`src/rtl/lssf_pkg.sv`:
```
// shared types and constants of the local supervision status block
`timescale 1ns / 1ps

package lssf_pkg;

  typedef enum logic [1:0] {
    ST_OK      = 2'd0,
    ST_FAILED  = 2'd1,
    ST_EXPIRED = 2'd2,
    ST_DEACT   = 2'd3
  } sup_state_t;

  localparam logic OP_REPORT = 1'b0;
  localparam logic OP_MODE   = 1'b1;

  localparam logic [1:0] KIND_ALIVE    = 2'd0;
  localparam logic [1:0] KIND_DEADLINE = 2'd1;
  localparam logic [1:0] KIND_LOGICAL  = 2'd2;

  localparam int CNT_W   = 17;
  localparam int TOL_W   = 16;
  localparam int TAG_W   = 8;
  localparam logic [CNT_W-1:0] CNT_MAX = 17'd65536;

  typedef struct packed {
    logic             opcode;
    logic [1:0]       check_kind;
    logic             check_correct;
    logic             any_active;
    logic             alive_incorrect;
    logic             timing_incorrect;
    logic [TAG_W-1:0] process_tag;
    logic [TAG_W-1:0] cluster_tag;
  } item_t;

  typedef struct packed {
    sup_state_t       status;
    logic [CNT_W-1:0] fail_count;
    logic             notify;
    logic [1:0]       notify_kind;
    logic [TAG_W-1:0] notify_process;
    logic [TAG_W-1:0] notify_cluster;
  } result_t;

  // handshake between the input register and the result register
  typedef struct packed {
    logic valid;
    logic advance;
  } stage_ctl_t;

endpackage

```
`src/rtl/lssf_in_stage.sv`:
```
// input register stage holding one accepted item
`timescale 1ns / 1ps

module lssf_in_stage (
  input  logic                clk,
  input  logic                rst,
  input  logic                in_valid,
  output logic                in_ready,
  input  lssf_pkg::item_t     item_in,
  input  logic                advance,
  output logic                hold_valid,
  output lssf_pkg::item_t     item_q
);

  logic valid_q;

  // free when empty or when the held item moves on this cycle
  assign in_ready   = !valid_q || advance;
  assign hold_valid = valid_q;

  always_ff @(posedge clk) begin
    if (rst) begin
      valid_q <= 1'b0;
    end else if (in_ready) begin
      valid_q <= in_valid;
    end
  end

  always_ff @(posedge clk) begin
    if (in_valid && in_ready) begin
      item_q <= item_in;
    end
  end

endmodule

```
`src/rtl/lssf_core.sv`:
```
// supervision state machine with failure counter and tolerance register
`timescale 1ns / 1ps

module lssf_core (
  input  logic                                clk,
  input  logic                                rst,
  input  logic                                cfg_wr_en,
  input  logic [lssf_pkg::TOL_W-1:0]          cfg_wr_data,
  input  lssf_pkg::stage_ctl_t                ctl,
  input  lssf_pkg::item_t                     item,
  output lssf_pkg::result_t                   res
);

  lssf_pkg::sup_state_t               state;
  lssf_pkg::sup_state_t               state_next;
  logic [lssf_pkg::CNT_W-1:0]         fail_counter;
  logic [lssf_pkg::CNT_W-1:0]         fail_counter_next;
  logic [lssf_pkg::TOL_W-1:0]         failure_tolerance;
  logic [lssf_pkg::CNT_W-1:0]         tol_ext;
  logic [lssf_pkg::CNT_W-1:0]         cnt_inc;
  logic [lssf_pkg::CNT_W-1:0]         cnt_dec;
  logic                               notify;
  logic                               timing_kind;

  assign tol_ext     = {1'b0, failure_tolerance};
  assign cnt_inc     = (fail_counter == lssf_pkg::CNT_MAX) ? fail_counter
                                                           : fail_counter + 1'b1;
  assign cnt_dec     = (fail_counter == '0) ? fail_counter : fail_counter - 1'b1;
  assign timing_kind = (item.check_kind == lssf_pkg::KIND_DEADLINE) ||
                       (item.check_kind == lssf_pkg::KIND_LOGICAL);

  always_ff @(posedge clk) begin
    if (rst) begin
      state             <= lssf_pkg::ST_DEACT;
      fail_counter      <= '0;
      failure_tolerance <= '0;
    end else begin
      if (cfg_wr_en) begin
        failure_tolerance <= cfg_wr_data;
      end
      if (ctl.advance) begin
        state        <= state_next;
        fail_counter <= fail_counter_next;
      end
    end
  end

  always_comb begin
    state_next        = state;
    fail_counter_next = fail_counter;
    notify            = 1'b0;
    if (item.opcode == lssf_pkg::OP_MODE) begin
      if (!item.any_active) begin
        state_next        = lssf_pkg::ST_DEACT;
        fail_counter_next = '0;
      end else begin
        unique case (state)
          lssf_pkg::ST_DEACT: begin
            state_next = lssf_pkg::ST_OK;
          end
          lssf_pkg::ST_FAILED: begin
            if (!item.alive_incorrect) begin
              state_next        = lssf_pkg::ST_OK;
              fail_counter_next = '0;
            end
          end
          lssf_pkg::ST_EXPIRED: begin
            // recover only when nothing keeps the supervision expired
            if (!(item.timing_incorrect ||
                  (item.alive_incorrect && fail_counter >= tol_ext))) begin
              state_next        = lssf_pkg::ST_OK;
              fail_counter_next = '0;
            end
          end
          default: begin
          end
        endcase
      end
    end else if (state != lssf_pkg::ST_EXPIRED) begin
      notify = 1'b1;
      if (timing_kind) begin
        if (!item.check_correct) begin
          state_next = lssf_pkg::ST_EXPIRED;
        end
      end else if (state == lssf_pkg::ST_FAILED) begin
        if (item.check_correct) begin
          if (fail_counter <= 17'd1) begin
            state_next = lssf_pkg::ST_OK;
          end
          fail_counter_next = cnt_dec;
        end else if (fail_counter < tol_ext) begin
          fail_counter_next = cnt_inc;
        end else begin
          state_next = lssf_pkg::ST_EXPIRED;
        end
      end else if (item.check_correct) begin
        state_next = lssf_pkg::ST_OK;
      end else if (failure_tolerance == '0) begin
        state_next = lssf_pkg::ST_EXPIRED;
      end else begin
        state_next        = lssf_pkg::ST_FAILED;
        fail_counter_next = cnt_inc;
      end
    end

    res.status         = state_next;
    res.fail_count     = fail_counter_next;
    res.notify         = notify;
    res.notify_kind    = notify ? item.check_kind : 2'd0;
    res.notify_process = notify ? item.process_tag : '0;
    res.notify_cluster = notify ? item.cluster_tag : '0;
  end

`ifndef SYNTHESIS
  a_cnt_bound: assert property (@(posedge clk) disable iff (rst)
    fail_counter <= lssf_pkg::CNT_MAX)
    else $error("failure counter above saturation limit");

  a_deact_clear: assert property (@(posedge clk) disable iff (rst)
    state == lssf_pkg::ST_DEACT |-> fail_counter == '0)
    else $error("counter nonzero while deactivated");

  a_hold: assert property (@(posedge clk) disable iff (rst)
    !ctl.advance |=> $stable(state) && $stable(fail_counter))
    else $error("state changed without an item");

  a_mode_off: assert property (@(posedge clk) disable iff (rst)
    ctl.advance && item.opcode == lssf_pkg::OP_MODE && !item.any_active
    |=> state == lssf_pkg::ST_DEACT && fail_counter == '0)
    else $error("inactive mode switch did not deactivate");

  a_adv_valid: assert property (@(posedge clk) disable iff (rst)
    ctl.advance |-> ctl.valid)
    else $error("advance without a held item");
`endif

endmodule

```
`src/rtl/lssf_out_stage.sv`:
```
// result register stage facing the output channel
`timescale 1ns / 1ps

module lssf_out_stage (
  input  logic                clk,
  input  logic                rst,
  input  logic                hold_valid,
  input  lssf_pkg::result_t   res,
  output lssf_pkg::stage_ctl_t ctl,
  output logic                out_valid,
  input  logic                out_ready,
  output lssf_pkg::result_t   res_q
);

  logic valid_q;
  logic take;

  // room when empty or when the receiver takes the current result
  assign take        = !valid_q || out_ready;
  assign ctl.valid   = hold_valid;
  assign ctl.advance = hold_valid && take;
  assign out_valid   = valid_q;

  always_ff @(posedge clk) begin
    if (rst) begin
      valid_q <= 1'b0;
    end else if (take) begin
      valid_q <= hold_valid;
    end
  end

  always_ff @(posedge clk) begin
    if (ctl.advance) begin
      res_q <= res;
    end
  end

endmodule

```
`src/rtl/local_supervision_status_fsm.sv`:
```
// top level of the local supervision status block
//
// input channel: in_valid/in_ready carry one item, either a base check report
// (opcode 0) or a mode switch summary (opcode 1). output channel:
// out_valid/out_ready carry exactly one result item per input item, in order:
// the state and failure counter after the item plus the notification echo.
// the tolerance register is written by cfg_wr_en/cfg_wr_data with no wait;
// write it only while no item is in flight.
// an accepted item is held in the input register and its result is registered
// in the result register, whose valid flag drives out_valid.
// throughput: one item per cycle unless the receiver stalls; the state and
// counter update in the single compare-and-select pass between the registers.
// reset (rst, synchronous) empties both registers, sets the state to
// deactivated, the counter to zero and the tolerance to zero.
// when the receiver stalls the result register holds, the input register
// fills behind it and in_ready falls until out_ready returns.
`timescale 1ns / 1ps

module local_supervision_status_fsm (
  input  logic                         clk,
  input  logic                         rst,
  input  logic                         cfg_wr_en,
  input  logic [lssf_pkg::TOL_W-1:0]   cfg_wr_data,
  input  logic                         in_valid,
  output logic                         in_ready,
  input  logic                         opcode,
  input  logic [1:0]                   check_kind,
  input  logic                         check_correct,
  input  logic                         any_active,
  input  logic                         alive_incorrect,
  input  logic                         timing_incorrect,
  input  logic [lssf_pkg::TAG_W-1:0]   process_tag,
  input  logic [lssf_pkg::TAG_W-1:0]   cluster_tag,
  output logic                         out_valid,
  input  logic                         out_ready,
  output logic [1:0]                   status,
  output logic [lssf_pkg::CNT_W-1:0]   fail_count,
  output logic                         notify,
  output logic [1:0]                   notify_kind,
  output logic [lssf_pkg::TAG_W-1:0]   notify_process,
  output logic [lssf_pkg::TAG_W-1:0]   notify_cluster
);

  lssf_pkg::item_t      item_in;
  lssf_pkg::item_t      item_q;
  lssf_pkg::result_t    res;
  lssf_pkg::result_t    res_q;
  lssf_pkg::stage_ctl_t ctl;
  logic                 hold_valid;

  assign item_in.opcode           = opcode;
  assign item_in.check_kind       = check_kind;
  assign item_in.check_correct    = check_correct;
  assign item_in.any_active       = any_active;
  assign item_in.alive_incorrect  = alive_incorrect;
  assign item_in.timing_incorrect = timing_incorrect;
  assign item_in.process_tag      = process_tag;
  assign item_in.cluster_tag      = cluster_tag;

  lssf_in_stage u_in_stage (
    .clk        (clk),
    .rst        (rst),
    .in_valid   (in_valid),
    .in_ready   (in_ready),
    .item_in    (item_in),
    .advance    (ctl.advance),
    .hold_valid (hold_valid),
    .item_q     (item_q)
  );

  lssf_core u_core (
    .clk         (clk),
    .rst         (rst),
    .cfg_wr_en   (cfg_wr_en),
    .cfg_wr_data (cfg_wr_data),
    .ctl         (ctl),
    .item        (item_q),
    .res         (res)
  );

  lssf_out_stage u_out_stage (
    .clk        (clk),
    .rst        (rst),
    .hold_valid (hold_valid),
    .res        (res),
    .ctl        (ctl),
    .out_valid  (out_valid),
    .out_ready  (out_ready),
    .res_q      (res_q)
  );

  assign status         = res_q.status;
  assign fail_count     = res_q.fail_count;
  assign notify         = res_q.notify;
  assign notify_kind    = res_q.notify_kind;
  assign notify_process = res_q.notify_process;
  assign notify_cluster = res_q.notify_cluster;

endmodule
```
`config.mk`:
```
export PLATFORM = sky130hd
export DESIGN_NAME = local_supervision_status_fsm
export DESIGN_NICKNAME = d
export VERILOG_FILES = /design/src/rtl/lssf_pkg.sv /design/src/rtl/lssf_in_stage.sv /design/src/rtl/lssf_core.sv /design/src/rtl/lssf_out_stage.sv /design/src/rtl/local_supervision_status_fsm.sv
export SDC_FILE = /design/constraint.sdc
export NUM_CORES = 1
export LEC_CHECK = 0
export BUFFER_PORTS_ARGS = -buffer_cell sky130_fd_sc_hd__buf_2
export CORE_UTILIZATION = 45
export DETAILED_ROUTE_END_ITERATION = 6
export MAX_ROUTING_LAYER = met4
export PLACE_DENSITY = 0.71
export SLEW_MARGIN = 25
export SYNTH_ARGS = -nofsm -noshare
export SYNTH_HDL_FRONTEND = slang
export SYNTH_SLANG_ARGS = --single-unit
export TNS_END_PERCENT = 30
```
`constraint.sdc`:
```
create_clock -name clk -period 3.6 [get_ports clk]
set_clock_uncertainty 0.05 [all_clocks]
set_input_delay 0.18 -clock clk [delete_from_list [all_inputs] [get_ports clk]]
set_output_delay 0.18 -clock clk [all_outputs]
set_load 0.01 [all_outputs]
```
==> flow_metrics.tcl <==
set metrics [dict create \
    nets 704 \
    via_count_of_the_first_global_routing_pass 4437 \
    multi_input_area_sq_um 2540 \
    htree_num_levels 3 \
    worst_slack_ps 572 \
    clk-insertion-delay-late_ps 360 \
    core_area_sq_um 11600 \
    avgViaCountPerCell 6.05 \
    share_clk_of_total_power_pct 37.7 \
    yosysWarnings 0 \
    power_frac_comb_pct 13.7 \
    min_period_ps 3030 \
    grt_setup_unrepaired "no" \
    worstPathMaxFanout 8 \
    slew_headroom_pct 42.9 \
    timing.max_cap.violations 0 \
    std_cell_rows 39 \
    die_h_um 111 \
    path_clk_slew_ps 70 \
    wl_um 15100 \
    place_ws_ps 651 \
    globalplace.congestion 0.981 \
    layout_overhead_on_the_synthesized_area_pct 21.0 \
    port_buffers 83 \
    drcViolationCount 4 \
    violated_checks "DRC" \
    clkSinkCount 98 \
    drtIter0Drc 444 \
    finish.instance_area_sq_um 6520 \
    cellPowerDensity_nw_per_um2 402 \
    maxSlewViolCount 0 \
    antenna_found_initial 0 \
    numCtsBuffers 9 \
    hp-class "in2reg" \
    dr_wl_cell_um 19.2 \
    synth_seq_area_share_pct 47.7 \
    num_vias 4758 \
    setup.worst_path.end_class "flop" \
    syn_inst 531 \
    die_area_sq_um 12400 \
    cts_root_buffer "clkbuf_16" \
    seqCellArea_sq_um 2570 \
    result_of_the_run "finished with violations" \
    grt_first_pass_wirelength_um 23600 \
    drt.antenna.violating_nets 0 \
    top_level_ports 84 \
    finalHoldViolCount 0 \
    initial_core_util_pct 46.6 \
    globalRoute.totalOverflow 0 \
    firstDrtPassIters 7 \
    internal_power_mw 1.93 \
    die-width_um 111 \
    syn-num-nets 597 \
    asyncSetResetFlopFracSynth_pct 0 \
    report.final.setup_viol 0 \
    worst-endpoint-arrival_ps 3050 \
    detailed_place_hpwl_um 10900 \
    filler_cell_count 976 \
    setup-tns-final_ps 0 \
    grt_start_max_net_pins 28 \
    antenna_cells 0 \
    track_usage_pct 25.6 \
    layout_cells_sized_above_1_pct 21.2 \
    clock_path_buffers 2 \
    worst-setup-path-type "reg2reg" \
    synth_seq_cells 98 \
    vdd_drop_max_uv 245 \
    cp-start-kind "flop" \
    cp_data_required_time_ps 3620 \
    netSwitchingPower_mw 0.691 \
    synth_enable_flop_cells 61 \
    sequentialPowerShare_pct 48.6 \
    synth_flop_cell "edfxtp_1" \
    netlist-cell-type-count 69 \
    max_clock_freq_ghz 0.330 \
    slew_of_the_pin_with_the_lowest_slew_margin_ps 846 \
    power_switching_share_pct 26.4 \
    power.leakage_nw 2.65 \
    cts_tree "built" \
    hold-worst-slack_ps 8.71 \
    setup_bufs_post_cts 0 \
    place_area_sq_um 5980 \
    syn_avg_cell_area_sq_um 10.1 \
    layout_worst_path_cycle_share_pct 84.1 \
    post_synth_instance_area_sq_um 5390 \
    total_power_consumption_of_the_routed_design_mw 2.62 \
]
[cells by family (layout without fill, tap and decap cells)]
kind of cell	count (synthesis)	in the layout	synth area share, %
AND/OR/NAND/NOR	191	191	20.0
AO/OA/AOI/OAI	134	134	18.1
flip-flops	98	98	47.7
buffers and inverters	64	176	5.11
adder cells (fa/ha/maj)	22	22	5.11
multiplexers	17	17	3.16
XOR/XNOR	5	5	0.813
[power groups by stage]
stage	Combinational, mW	Sequential, mW	Clock [mW]
3_3_place_gp	0.326	1.29	0
6_report	0.359	1.27	0.987
5_1_grt	0.389	1.28	1.04
2_1_floorplan	0.205	1.30	0
3_5_place_dp	0.332	1.30	0
4_1_cts	0.354	1.27	1.00
[cell usage in the layout (no fill, tap or decap), types with 4 or more instances in the layout]
cell type / synthesis / layout
nand4_1: 8 / 8
dfxtp_1: 37 / 37
a32oi_1: 4 / 4
buf_4: 0 / 20
dlygate4sd3_1: 0 / 24
o2111ai_1: 4 / 4
and3_1: 13 / 13
nand3_1: 17 / 17
buf_2: 10 / 83
nand2_1: 26 / 26
nor2b_1: 4 / 4
a21o_1: 4 / 4
a22o_1: 7 / 7
a211o_1: 5 / 5
a31oi_1: 8 / 8
nor4_2: 4 / 4
clkbuf_16: 0 / 9
o31ai_1: 6 / 6
nor2_1: 37 / 37
edfxtp_1: 61 / 61
o211ai_1: 7 / 7
nor4_1: 7 / 7
ha_1: 22 / 22
nand2b_1: 4 / 4
and2_1: 22 / 21
a211oi_1: 5 / 5
mux2i_1: 17 / 17
inv_1: 32 / 32
nor3_1: 19 / 19
a21oi_1: 25 / 25
o21ai_0: 23 / 23
or3_1: 14 / 14
[synthesized netlist by cell type, types with 10 or more instances]
cell	instances	share of area, %
or3_1	14	1.6
nand2_1	26	1.8
buf_2	10	0.93
dfxtp_1	37	14
and2_1	22	2.6
nor2_1	37	2.6
edfxtp_1	61	34
o21ai_0	23	2.1
a21oi_1	25	2.3
nor3_1	19	1.8
and3_1	13	1.5
ha_1	22	5.1
mux2i_1	17	3.2
clkbuf_1	17	1.2
inv_1	32	2.2
nand3_1	17	1.6
[worst max-delay path, stage by stage, from the launching register on]
cell     delay [ps]
dfxtp_1         490
ha_1            310
nor2b_1         140
o21ai_0         360
a31o_2          280
nand3_1         330
and3_1          310
o21ai_0         270
o21ai_0         210
[per-layer routing]
metal	GRT usage, %	part of all wire [%]
met1	33.3	43
met5	-	0
met2	38.4	46
met4	12.2	3.0
met3	4.84	8.3
[path summary, 6_finish.rpt]
path,cells after the start,endpoint,slack (ps),start
setup / recovery,8,u_out_stage.res_q[20],570,u_core.fail_counter[1]
hold / removal,3,u_core.failure_tolerance[6],9,cfg_wr_data[6]
setup reg to reg,8,u_out_stage.res_q[20],570,u_core.fail_counter[1]
hold reg to reg,1,u_out_stage.res_q[10],470,u_in_stage.item_q[10]
[registers in the layout (all words and copies together) (netlist names)]
signal / cells
u_core.fail_counter: 17
u_out_stage.out_valid: 1
u_core.state: 2
u_in_stage.item_q: 23
u_core.failure_tolerance: 16
u_out_stage.res_q: 38
u_in_stage.hold_valid: 1
[cell type report]
| type | instances | share of cell area (%) |
|---|---|---|
| clock inverters | 6 | 1.02 |
| repair buffers | 127 | 12.4 |
| multi-input cells | 369 | 39.0 |
| well taps | 143 | 2.74 |
| inverters | 33 | 1.90 |
| flip-flops and latches | 98 | 39.5 |
| clock buffers | 10 | 3.51 |
[what timing repair did]
action,in CTS,in global routing
gates resized for setup,0,0
hold buffers,24,0
endpoints found under the hold margin,24,0
[through the flow]
step / util [%] / cells
after detailed placement: 51.7 / 746
final: 56.4 / 786
after global routing: 56.4 / 786
after floorplan: - / 531
after CTS: 56.4 / 786
after global placement: 51.7 / 746
(Power assumes the default switching activity.)
